==> src/rtl/core/pidw_pkg.sv <==
package pidw_pkg;

  localparam int FRAC_BITS = 16;
  localparam int DATA_W    = 32;
  localparam int LIM_W     = 31;
  localparam int ERR_W     = 34;

  localparam logic KIND_CLEAR = 1'b1;

  // register map of the write port
  localparam int CFG_IDX_W = 3;
  typedef enum logic [CFG_IDX_W-1:0] {
    REG_GAIN_P       = 3'd0,
    REG_GAIN_I       = 3'd1,
    REG_GAIN_D       = 3'd2,
    REG_OUTPUT_LIMIT = 3'd3,
    REG_WINDUP_LIMIT = 3'd4,
    REG_ANGLE_MODE   = 3'd5
  } pidw_reg_t;

  // angle wrap: one turn is WRAP_DIV << LOW_BITS in fixed point
  localparam int    WRAP_DIV    = 45;
  localparam int    WRAP_EXP    = 3;
  localparam int    LOW_BITS    = FRAC_BITS + WRAP_EXP;
  localparam int    HI_W        = ERR_W + 1 - LOW_BITS;
  localparam int    U_W         = HI_W + 1;
  localparam int    WRAP_OFFSET = ((1 << (HI_W - 1)) + WRAP_DIV - 1) / WRAP_DIV * WRAP_DIV;
  localparam int    RECIP_SHIFT = U_W + 6;
  localparam int    RECIP_W     = RECIP_SHIFT - 5;
  localparam int    WRAP_RECIP  = (1 << RECIP_SHIFT) / WRAP_DIV;
  localparam int    Q_W         = U_W - 5;
  localparam int    RC_W        = $clog2(WRAP_DIV);
  localparam int    BASE_W      = RC_W + LOW_BITS;
  localparam longint HALF_TURN  = 64'sd180 <<< FRAC_BITS;

  // product split: x = xh * 2^XL_W + xl
  localparam int XL_W   = ERR_W / 2;
  localparam int XH_W   = ERR_W - XL_W;
  localparam int MH_W   = DATA_W + XH_W;
  localparam int ML_W   = DATA_W + XL_W + 1;
  localparam int PROD_W = DATA_W + ERR_W;
  localparam int TERM_W = PROD_W - FRAC_BITS;
  localparam int SUM_W  = TERM_W + 2;

  localparam int QUEUE_DEPTH = 2;
  localparam int QUEUE_AW    = $clog2(QUEUE_DEPTH);

  typedef struct packed {
    logic signed [DATA_W-1:0] gain_p;
    logic signed [DATA_W-1:0] gain_i;
    logic signed [DATA_W-1:0] gain_d;
    logic [LIM_W-1:0]         output_limit;
    logic [LIM_W-1:0]         windup_limit;
    logic                     angle_mode;
  } pidw_cfg_t;

  typedef struct packed {
    logic                    valid;
    logic                    kind;
    logic signed [ERR_W-1:0] err;
  } pidw_tag_t;

  typedef struct packed {
    logic                    kind;
    logic signed [ERR_W-1:0] err;
    logic signed [ERR_W-1:0] diff;
  } pidw_item_t;

  // floor((hi * 2^XL_W + lo) / 2^FRAC_BITS)
  function automatic logic signed [TERM_W-1:0] join_shift(
    input logic signed [MH_W-1:0] hi,
    input logic signed [ML_W-1:0] lo
  );
    logic signed [PROD_W-1:0] full;
    full = $signed({hi, {XL_W{1'b0}}}) + PROD_W'(lo);
    return full[PROD_W-1:FRAC_BITS];
  endfunction

  function automatic logic signed [DATA_W-1:0] clamp_sym(
    input logic signed [SUM_W-1:0] v,
    input logic [LIM_W-1:0]        lim
  );
    logic signed [SUM_W-1:0]  lim_s;
    logic signed [DATA_W-1:0] lim_d;
    lim_s = $signed({{(SUM_W-LIM_W){1'b0}}, lim});
    lim_d = $signed({{(DATA_W-LIM_W){1'b0}}, lim});
    if (v >= lim_s) begin
      return lim_d;
    end else if (v < -lim_s) begin
      return -lim_d;
    end
    return v[DATA_W-1:0];
  endfunction

endpackage

==> src/rtl/core/pidw_fifo.sv <==
module pidw_fifo import pidw_pkg::*; (
  input  logic       clk,
  input  logic       rst,
  input  logic       push,
  input  pidw_item_t push_item,
  input  logic       pop,
  output pidw_item_t head,
  output logic       empty,
  output logic       full
);

  pidw_item_t            slots [QUEUE_DEPTH];
  logic [QUEUE_AW-1:0]   wr_ptr, rd_ptr;
  logic [QUEUE_AW:0]     count;

  always_ff @(posedge clk) begin
    if (rst) begin
      wr_ptr <= '0;
      rd_ptr <= '0;
      count  <= '0;
    end else begin
      if (push) begin
        wr_ptr <= wr_ptr + 1'b1;
      end
      if (pop) begin
        rd_ptr <= rd_ptr + 1'b1;
      end
      count <= count + (QUEUE_AW+1)'(push) - (QUEUE_AW+1)'(pop);
    end
  end

  always_ff @(posedge clk) begin
    if (push) begin
      slots[wr_ptr] <= push_item;
    end
  end

  assign head  = slots[rd_ptr];
  assign empty = (count == '0);
  assign full  = (count == (QUEUE_AW+1)'(QUEUE_DEPTH));

  a_no_overflow: assert property (@(posedge clk) disable iff (rst) push |-> !full)
    else $error("queue written while full");

  a_no_underflow: assert property (@(posedge clk) disable iff (rst) pop |-> !empty)
    else $error("queue read while empty");

endmodule

==> config.mk <==
export PLATFORM = sky130hd
export DESIGN_NAME = pidw_fifo
export DESIGN_NICKNAME = d
export VERILOG_FILES = /design/src/rtl/core/pidw_pkg.sv /design/src/rtl/core/pidw_fifo.sv
export SDC_FILE = /design/constraint.sdc
export NUM_CORES = 1
export LEC_CHECK = 0
export ABC_AREA = 1
export ABC_CLOCK_PERIOD_IN_PS = 7000
export BUFFER_PORTS_ARGS = -buffer_cell sky130_fd_sc_hd__buf_4
export CAP_MARGIN = 15
export CORE_MARGIN = 3
export CORE_UTILIZATION = 50
export CTS_CLUSTER_DIAMETER = 200
export CTS_CLUSTER_SIZE = 12
export DETAILED_ROUTE_END_ITERATION = 12
export PLACE_DENSITY = 0.77
export SYNTH_ARGS = -nofsm -noshare
export SYNTH_HDL_FRONTEND = slang
export SYNTH_SLANG_ARGS = --single-unit
==> constraint.sdc <==
create_clock -name clk -period 7 [get_ports clk]
set_input_delay 1.4 -clock clk [delete_from_list [all_inputs] [get_ports clk]]
set_output_delay 1.4 -clock clk [all_outputs]
set_load 0.005 [all_outputs]
==> run summary <==
Initial DRC count: 108
Clock network fraction of total power: 0.410
WP data arrival: 2120 ps
First-pass GRT wire length: 13970 um
Setup Crit Path Kind: reg -> out
Worst r2r src: wr_ptr
# IOs: 144
Critical path required time: 5600 ps
Post-CTS sizing: 0
Unrepaired setup endpoints after global routing: no
Post-Layout Cell Count: 548
Via density: 4.880
Post-Route WL: 9298 um
Vias in the first global route: 2831
PwrDens: 294.3 mW/mm^2
Shortest period the worst path allows: 3518 ps
Post-route setup TNS: 0 ps
Kind of end point of the critical path: output pin
Ant. Diodes: 0
Post-DRT Antenna Nets: 0
Number of H-tree levels: 4
DR vias: 2674
Die height: 108.4 um
Maximum vdd drop: 0.0002250 V
Gate power share: 0.097
Num CTS Buffers: 17
DRC: 0
Capturing point of the worst reg2reg path: slots[1][6]
Max Clk Rate: 284.3 MHz
CTS tree: yes
Clock Tree Buf Depth: 2
R2R depth: 3
Post-Route Skew: 12.66 ps
Outcome: complete, no violations
Synth cell types: 15
Fillers: 691
Mapped Nets: 321
Post-placement cell count: 516
Die area: 0.01175 mm^2
P_sw: 0.4172 mW
Initial Util: 0.5245
Most frequent cells in the layout: 145 x buf_4, 138 x edfxtp_1, 59 x mux2_2
Hold depth: 2
Commonest non-fill, non-tap cell in the layout: buf_4
Hold EP: rd_ptr
GRT Util Overall: 0.1631
Clk_lat worst skew: 510 ps
Area Overhead vs Synth: 33.95%
Share of layout cells above drive strength 1: 0.5952
Fin. max-slew vios: 0
Largest net degree at the start of global routing: 70
Area of the multi-input gates: 915.9 um^2
Site row count: 36
Fin crit share: 0.5025
Synthesized area: 0.005245 mm^2
Seq cells post-synth: 143
Tightest Hold Check Type: reg -> reg
Slew HR: 0.3511
Final Hold Viols: 0
First-pass detailed-route iteration total: 4
Critical path peak fanout: 69
Hold path start: rd_ptr
Power Internal: 1.651 mW
Setup violations, final: 0
Port Buffers: 143
Clk sink count: 143
Critical Path Source Type: flip-flop
Final instance area: 0.007025 mm^2
Storage cell area: 0.004248 mm^2
Hold_buf cts: 0
Initial antenna violation count: 0
Die width: 108.4 um
Worst-Margin Slew: 973.3 ps
Post-DR wirelength/cell: 16.97 um
Sw frac: 0.2018
Total power draw: 2.068 mW
RePlAce Congestion: 0.7475
Clock transition at the registers of the reported paths: 60 ps
DP Area: 0.006449 mm^2
Seq/Total Area, Yosys: 0.8092
CORE AREA: 0.01000 mm^2
Sequential Power Share: 0.493
Leakage: 2.688 nW
Yosys warns: 0
Hpwl dp: 6040 um
Cells after Synth: 246
Slack of the worst reg-to-reg path: 5170 ps
Mean post-synth cell area: 21.32 um^2
Grt total ovfl: 0
MaxCap Viol Count: 0
Root Driver: clkbuf_8
# Post-CTS Setup Buffers: 0
Fin nets: 477
-- stage by stage --
stage                     hold WS (ps)  worst slack [ps]  utilization
after floorplan                  479.9              2169            -
after global placement           495.3              4007       0.6449
after detailed placement         502.8              4006       0.6449
after CTS                        526.1              3454       0.7026
after global routing             580.8              3381       0.7026
final                            517.2              3482       0.7026
-- sequential cells by signal, indices dropped and copies added (netlist names), named ones only --
name    flops
wr_ptr      1
rd_ptr      1
count       2
slots     138
-- cell usage after synthesis --
master / instances / area [um^2]
nor3_1: 1 / 5.000
nand2_1: 4 / 15.01
buf_8: 1 / 15.01
buf_2: 5 / 25.02
buf_6: 2 / 22.52
a21oi_1: 1 / 5.000
dfxtp_1: 5 / 100.1
mux2_2: 59 / 664.4
edfxtp_1: 138 / 4144
ha_1: 2 / 25.02
inv_1: 8 / 30.03
nor2_1: 8 / 30.03
nand3_1: 1 / 5.000
mux2_4: 10 / 150.1
xnor2_1: 1 / 8.760
-- worst max-delay path: stages (launching register included) --
cell and delay [ps]:
dfxtp_4 960, mux2_2 430, buf_4 140
-- cell families (layout without fill, tap and decap cells) --
family / Yosys count / in the layout / share of synthesized area
AOI/OAI and AO/OA: 1 / 1 / 0.0009533
and+or+nand+nor: 14 / 14 / 0.01049
muxes: 69 / 69 / 0.1553
buffers and inverters: 16 / 185 / 0.01765
xor gates and xnor gates: 1 / 1 / 0.001670
adders and majority gates: 2 / 2 / 0.004770
DFF: 143 / 143 / 0.8092
-- layer usage --
layer / up-vias / wire, um / track usage
li1: 1266 / - / -
met1: 1290 / 3627 / 0.1868
met2: 106 / 4717 / 0.2679
met3: 12 / 830 / 0.07343
met4: 0 / 122 / 0.06492
met5: - / 0 / 0
-- how the worst max path moves through the flow --
| stage | from | endpoint | depth (start not counted) |
|---|---|---|---|
| final | flip-flop | head[31] | 2 |
| after global placement | flip-flop | head[45] | 2 |
| after floorplan | push | slots[0][0] | 2 |
| after global routing | flip-flop | head[26] | 2 |
| after detailed placement | flip-flop | head[26] | 2 |
| after CTS | flip-flop | head[26] | 2 |
-- power by group through the flow --
stage / clock [mW] / sequential, mW / combinational, mW
5_1_grt: 0.911 / 1.02 / 0.217
6_report: 0.849 / 1.02 / 0.200
2_1_floorplan: 0 / 1.02 / 0.102
3_3_place_gp: 0 / 1.03 / 0.199
3_5_place_dp: 0 / 1.04 / 0.203
4_1_cts: 0.868 / 1.02 / 0.204
-- final cells by class --
| class | instances | area share |
|---|---|---|
| Clock buffer | 22 | 0.06589 |
| Clock inverter | 10 | 0.01621 |
| Inverter | 8 | 0.004274 |
| Multi-Input combinational cell | 87 | 0.1304 |
| Sequential cell | 143 | 0.6046 |
| Tap cell | 133 | 0.02369 |
| Timing Repair Buffer | 145 | 0.1549 |
No activity file was read; power rests on OpenSTA's default activity.
