[config.mk]
export PLATFORM = sky130hd
export DESIGN_NAME = pidw_front
export DESIGN_NICKNAME = d
export VERILOG_FILES = /design/src/rtl/core/pidw_pkg.sv /design/src/rtl/core/pidw_wrap.sv /design/src/rtl/core/pidw_front.sv
export SDC_FILE = /design/constraint.sdc
export NUM_CORES = 2
export LEC_CHECK = 0
export ABC_AREA = 1
export ABC_CLOCK_PERIOD_IN_PS = 47400
export BUFFER_PORTS_ARGS = -buffer_cell sky130_fd_sc_hd__buf_4
export CORE_ASPECT_RATIO = 1.25
export CORE_UTILIZATION = 65
export DETAILED_ROUTE_END_ITERATION = 16
export PLACE_DENSITY = 0.79
export RECOVER_POWER = 100
export SLEW_MARGIN = 25
export SYNTH_ARGS = -nofsm -noshare
export SYNTH_HDL_FRONTEND = slang
export SYNTH_HIERARCHICAL = 1
export SYNTH_SLANG_ARGS = --single-unit
[constraint.sdc]
create_clock -name clk -period 47.4 [get_ports clk]
set_clock_uncertainty 0.1 [all_clocks]
set_input_delay 9.48 -clock clk [delete_from_list [all_inputs] [get_ports clk]]
set_output_delay 9.48 -clock clk [all_outputs]
set_load 0.01 [all_outputs]
[src/rtl/core/pidw_pkg.sv]
package pidw_pkg;

  localparam int FRAC_BITS = 16;
  localparam int DATA_W    = 32;
  localparam int LIM_W     = 31;
  localparam int ERR_W     = 34;

  localparam logic KIND_CLEAR = 1'b1;

  // register map of the write port
  localparam int CFG_IDX_W = 3;
  typedef enum logic [CFG_IDX_W-1:0] {
    REG_GAIN_P       = 3'd0,
    REG_GAIN_I       = 3'd1,
    REG_GAIN_D       = 3'd2,
    REG_OUTPUT_LIMIT = 3'd3,
    REG_WINDUP_LIMIT = 3'd4,
    REG_ANGLE_MODE   = 3'd5
  } pidw_reg_t;

  // angle wrap: one turn is WRAP_DIV << LOW_BITS in fixed point
  localparam int    WRAP_DIV    = 45;
  localparam int    WRAP_EXP    = 3;
  localparam int    LOW_BITS    = FRAC_BITS + WRAP_EXP;
  localparam int    HI_W        = ERR_W + 1 - LOW_BITS;
  localparam int    U_W         = HI_W + 1;
  localparam int    WRAP_OFFSET = ((1 << (HI_W - 1)) + WRAP_DIV - 1) / WRAP_DIV * WRAP_DIV;
  localparam int    RECIP_SHIFT = U_W + 6;
  localparam int    RECIP_W     = RECIP_SHIFT - 5;
  localparam int    WRAP_RECIP  = (1 << RECIP_SHIFT) / WRAP_DIV;
  localparam int    Q_W         = U_W - 5;
  localparam int    RC_W        = $clog2(WRAP_DIV);
  localparam int    BASE_W      = RC_W + LOW_BITS;
  localparam longint HALF_TURN  = 64'sd180 <<< FRAC_BITS;

  // product split: x = xh * 2^XL_W + xl
  localparam int XL_W   = ERR_W / 2;
  localparam int XH_W   = ERR_W - XL_W;
  localparam int MH_W   = DATA_W + XH_W;
  localparam int ML_W   = DATA_W + XL_W + 1;
  localparam int PROD_W = DATA_W + ERR_W;
  localparam int TERM_W = PROD_W - FRAC_BITS;
  localparam int SUM_W  = TERM_W + 2;

  localparam int QUEUE_DEPTH = 2;
  localparam int QUEUE_AW    = $clog2(QUEUE_DEPTH);

  typedef struct packed {
    logic signed [DATA_W-1:0] gain_p;
    logic signed [DATA_W-1:0] gain_i;
    logic signed [DATA_W-1:0] gain_d;
    logic [LIM_W-1:0]         output_limit;
    logic [LIM_W-1:0]         windup_limit;
    logic                     angle_mode;
  } pidw_cfg_t;

  typedef struct packed {
    logic                    valid;
    logic                    kind;
    logic signed [ERR_W-1:0] err;
  } pidw_tag_t;

  typedef struct packed {
    logic                    kind;
    logic signed [ERR_W-1:0] err;
    logic signed [ERR_W-1:0] diff;
  } pidw_item_t;

  // floor((hi * 2^XL_W + lo) / 2^FRAC_BITS)
  function automatic logic signed [TERM_W-1:0] join_shift(
    input logic signed [MH_W-1:0] hi,
    input logic signed [ML_W-1:0] lo
  );
    logic signed [PROD_W-1:0] full;
    full = $signed({hi, {XL_W{1'b0}}}) + PROD_W'(lo);
    return full[PROD_W-1:FRAC_BITS];
  endfunction

  function automatic logic signed [DATA_W-1:0] clamp_sym(
    input logic signed [SUM_W-1:0] v,
    input logic [LIM_W-1:0]        lim
  );
    logic signed [SUM_W-1:0]  lim_s;
    logic signed [DATA_W-1:0] lim_d;
    lim_s = $signed({{(SUM_W-LIM_W){1'b0}}, lim});
    lim_d = $signed({{(DATA_W-LIM_W){1'b0}}, lim});
    if (v >= lim_s) begin
      return lim_d;
    end else if (v < -lim_s) begin
      return -lim_d;
    end
    return v[DATA_W-1:0];
  endfunction

endpackage

[src/rtl/core/pidw_wrap.sv]
module pidw_wrap import pidw_pkg::*; (
  input  logic                    clk,
  input  logic                    rst,
  input  logic                    en,
  input  logic                    angle_mode,
  input  pidw_tag_t               tag_in,
  input  logic signed [ERR_W-1:0] x_in,
  output pidw_tag_t               tag_out,
  output logic signed [ERR_W-1:0] x_out
);

  logic signed [ERR_W:0]    s;
  logic [HI_W-1:0]          hi;
  logic [U_W-1:0]           u_in;
  logic [U_W-1:0]           u1, u2;
  logic [LOW_BITS-1:0]      low1, low2;
  logic signed [ERR_W-1:0]  x1, x2;
  pidw_tag_t                t1, t2;
  logic [U_W+RECIP_W-1:0]   prod;
  logic [Q_W-1:0]           q2;
  logic [U_W-1:0]           qm;
  logic [U_W-1:0]           rem;
  logic [RC_W-1:0]          rc;
  logic signed [BASE_W:0]   y;

  // shift by half a turn, split off the low bits, offset the rest to be non-negative
  always_comb begin
    s    = $signed({x_in[ERR_W-1], x_in}) + $signed((ERR_W+1)'(HALF_TURN));
    hi   = s[ERR_W:LOW_BITS];
    u_in = {hi[HI_W-1], hi} + U_W'(WRAP_OFFSET);
  end

  assign prod = u1 * RECIP_W'(WRAP_RECIP);

  // remainder by the turn count, one correction step
  always_comb begin
    qm  = U_W'(q2 * WRAP_DIV);
    rem = u2 - qm;
    rc  = (rem >= U_W'(WRAP_DIV)) ? RC_W'(rem - U_W'(WRAP_DIV)) : RC_W'(rem);
    y   = $signed({1'b0, rc, low2}) - $signed((BASE_W+1)'(HALF_TURN));
  end

  always_ff @(posedge clk) begin
    if (rst) begin
      t1.valid      <= 1'b0;
      t2.valid      <= 1'b0;
      tag_out.valid <= 1'b0;
    end else if (en) begin
      t1      <= tag_in;
      t2      <= t1;
      tag_out <= t2;
    end
  end

  always_ff @(posedge clk) begin
    if (en) begin
      u1    <= u_in;
      low1  <= s[LOW_BITS-1:0];
      x1    <= x_in;
      u2    <= u1;
      low2  <= low1;
      x2    <= x1;
      q2    <= prod[RECIP_SHIFT +: Q_W];
      x_out <= angle_mode ? {{(ERR_W-BASE_W-1){y[BASE_W]}}, y} : x2;
    end
  end

endmodule

[src/rtl/core/pidw_front.sv]
module pidw_front import pidw_pkg::*; (
  input  logic                     clk,
  input  logic                     rst,
  input  logic                     angle_mode,
  input  logic                     in_valid,
  output logic                     in_stall,
  input  logic                     kind,
  input  logic signed [DATA_W-1:0] target,
  input  logic signed [DATA_W-1:0] measured,
  output logic                     push,
  output pidw_item_t               push_item,
  input  logic                     full
);

  logic                    en;
  pidw_tag_t               a_tag, wa_tag, d_tag, wb_tag;
  logic signed [ERR_W-1:0] wa_x, wb_x;
  logic signed [ERR_W-1:0] d_diff;
  logic signed [ERR_W-1:0] last_error;

  // whole front moves together; it holds only when a finished word meets a full queue
  assign en       = !(wb_tag.valid && full);
  assign in_stall = !en;

  always_ff @(posedge clk) begin
    if (rst) begin
      a_tag.valid <= 1'b0;
      d_tag.valid <= 1'b0;
      last_error  <= '0;
    end else if (en) begin
      a_tag.valid <= in_valid;
      a_tag.kind  <= kind;
      a_tag.err   <= $signed({{(ERR_W-DATA_W){target[DATA_W-1]}}, target})
                   - $signed({{(ERR_W-DATA_W){measured[DATA_W-1]}}, measured});
      d_tag.valid <= wa_tag.valid;
      d_tag.kind  <= wa_tag.kind;
      d_tag.err   <= wa_x;
      d_diff      <= wa_x - last_error;
      if (wa_tag.valid) begin
        last_error <= (wa_tag.kind == KIND_CLEAR) ? '0 : wa_x;
      end
    end
  end

  pidw_wrap u_wrap_err (
    .clk        (clk),
    .rst        (rst),
    .en         (en),
    .angle_mode (angle_mode),
    .tag_in     (a_tag),
    .x_in       (a_tag.err),
    .tag_out    (wa_tag),
    .x_out      (wa_x)
  );

  pidw_wrap u_wrap_diff (
    .clk        (clk),
    .rst        (rst),
    .en         (en),
    .angle_mode (angle_mode),
    .tag_in     (d_tag),
    .x_in       (d_diff),
    .tag_out    (wb_tag),
    .x_out      (wb_x)
  );

  assign push           = en && wb_tag.valid;
  assign push_item.kind = wb_tag.kind;
  assign push_item.err  = wb_tag.err;
  assign push_item.diff = wb_x;

endmodule

==> flow_metrics.py <==
metrics = {
    "floorplanning": {
        "core_um2": 57390,
        "dieWidth_um": 218.1,
        "die_y_um": 272.1,
        "io_pins": 141,
        "rows": 98,
        "initial_core_util_pct": 66.13,
        "dieArea_um2": 59360,
    },
    "worst_setup_path": {
        "r2r-end": "u_wrap_err/tag_out[34]$_DFFE_PP_",
        "end_kind": "output port",
        "r2r_setup_slack_ns": 37.06,
        "worstSetupPathType": "in -> out",
        "cp-start-kind": "primary input",
        "reg2reg_from": "u_wrap_diff/tag_out[35]$_SDFFE_PP0P_",
        "cp.arrival_ns": 12.07,
        "ff2ff_path_depth": 4,
        "crit_fanout": 65,
        "worstPathRequired_ns": 37.82,
    },
    "layout": {
        "area_delta_synth_final_pct": 7.755,
        "drive_gt1_share_pct": 5.604,
        "antenna_cells": 0,
        "seqCellArea_um2": 16190,
        "layout.cells.non_filler": 4783,
        "final_nets": 4708,
        "n_fill_cell": 4263,
        "multiInputGateArea_um2": 18370,
    },
    "sta": {
        "setup_viol": 0,
        "hold_viol": 0,
        "final_max_slew_viol_count": 598,
        "rsz0062_at_grt": "no",
        "fmax_mhz": 46.20,
        "period_share_pct": 45.67,
        "relSlewSlack_pct": -490.7,
        "worst_pin_slew_ns": 8.861,
        "period_needed_ns": 21.65,
        "final.setup.tns_ns": 0,
    },
    "clocking": {
        "cts_buffers": 49,
        "postCtsSetupRepairBufs": 0,
        "cts_tree": "built",
        "cts_sinks": 553,
        "cts_hold_buf": 0,
        "clk_pin_slew_ns": 0.07,
        "clock-root-buffer": "clkbuf_16",
        "cts_resized": 0,
        "htree_levels": 2,
        "clkLatencyLatePin_ns": 0.60,
        "max-clock-path-buffers": 3,
    },
    "drt": {
        "post-route-drc-count": 0,
        "wl_um": 77970,
        "avgViaCountPerCell": 5.347,
        "dr.pass1.iters": 6,
        "num_vias": 25570,
        "dr.first_iter.drc_count": 1687,
        "final_antenna_net_count": 0,
        "wl_per_cell_um": 16.30,
    },
    "worst_hold_path": {
        "hold_end": "u_wrap_diff/t1[25]$_DFFE_PP_",
        "worstHoldPathCells": 0,
        "hp-class": "reg -> reg",
        "worstHoldStart": "d_tag[25]$_DFFE_PP_",
    },
    "job": {
        "maxCapViolCount": 8,
    },
    "global_route": {
        "gr-total-overflow": 0,
        "grt_antenna_before_repair": 0,
        "grt_pass1_wl_um": 126600,
        "grt_util_all_layers_pct": 27.12,
        "grt_pass1_vias": 26240,
        "grt_max_degree": 177,
    },
    "placed_design": {
        "port_buffers": 140,
        "dp.cells": 4692,
        "place_congestion": 0.9590,
        "dp_hpwl_um": 61690,
    },
    "synthesis": {
        "syn_nets": 4567,
        "synth_cells": 3852,
        "netlist_area_um2": 37950,
        "syn_avg_cell_area_um2": 9.852,
        "yosys_warnings": 6,
    },
    "status": {
        "violations": "max-capacitance violations, max-slew violations",
        "outcome": "finished, violations left",
    },
}
==> flip-flops by register name, indices dropped and copies added (netlist names), 19 cells and up <==
register and count:
d_tag 36, u_wrap_diff/t1 36, u_wrap_diff/t2 36, u_wrap_diff/tag_out 36, a_tag 35, d_diff 34, last_error 34, u_wrap_diff/x_out 34
u_wrap_err/x_out 34, u_wrap_diff/low1 19, u_wrap_diff/low2 19, u_wrap_err/low1 19, u_wrap_err/low2 19
==> cell type report <==
| class | count | share of cell area [%] |
|---|---|---|
| Sequential cell | 553 | 39.58 |
| Clock buffer | 62 | 3.142 |
| Multi-Input combinational cell | 2421 | 44.92 |
| Clock inverter | 29 | 0.5538 |
| Tap cell | 750 | 2.295 |
| Timing Repair Buffer | 146 | 1.964 |
| Inverter | 822 | 7.545 |
==> worst max-delay path by stage <==
stage | from | end | slack, ns | depth (start not counted)
2_1_floorplan | full | in_stall | 20.81 | 2
3_3_place_gp | full | in_stall | 27.15 | 4
3_5_place_dp | full | in_stall | 27.07 | 4
4_1_cts | full | in_stall | 27.05 | 4
5_1_grt | full | in_stall | 25.41 | 4
6_report | full | in_stall | 25.75 | 4
==> worst max-delay path: stages <==
cell      delay [ns]
clkbuf_4        0.11
nand2_1         1.80
inv_1           0.40
clkbuf_1        0.26
==> stage by stage <==
| step | hold slack [ns] | util (%) | worst slack (ns) | cell area [um^2] |
|---|---|---|---|---|
| final | 0.2948 | 71.26 | 25.75 | 40890 |
| after global routing | 0.3185 | 71.26 | 25.41 | 40890 |
| after CTS | 0.2964 | 71.96 | 27.05 | 41300 |
| after detailed placement | 0.3045 | 69.33 | 27.07 | 39780 |
| after global placement | 0.3011 | 69.33 | 27.15 | 39780 |
| after floorplan | 0.3003 | - | 20.81 | 37950 |
==> cell usage in the layout, fill, tap and decap left out, types with 63 or more instances in the layout <==
| cell | count |
|---|---|
| nor2_1 | 201 |
| edfxtp_1 | 511 |
| buf_4 | 63 |
| ha_1 | 427 |
| clkbuf_1 | 90 |
| nand3_1 | 135 |
| o21ai_0 | 90 |
| fa_1 | 218 |
| a21oi_1 | 203 |
| xor2_1 | 97 |
| inv_1 | 815 |
| nand2_1 | 764 |
==> routing by layer <==
| layer | wire length, um | GRT usage (%) | up-vias | part of all wire [%] |
|---|---|---|---|---|
| met3 | 2914 | 2.379 | 191 | 3.7 |
| met1 | 30580 | 31.55 | 12050 | 39 |
| met2 | 41330 | 51.27 | 593 | 53 |
| li1 | - | - | 12740 | - |
| met4 | 3138 | 10.20 | 0 | 4.0 |
| met5 | 0 | 0 | - | 0 |
Power is left out: the tool's default activity adds up to more than one toggle a clock period on the data nets, which glitch-free logic cannot reach.
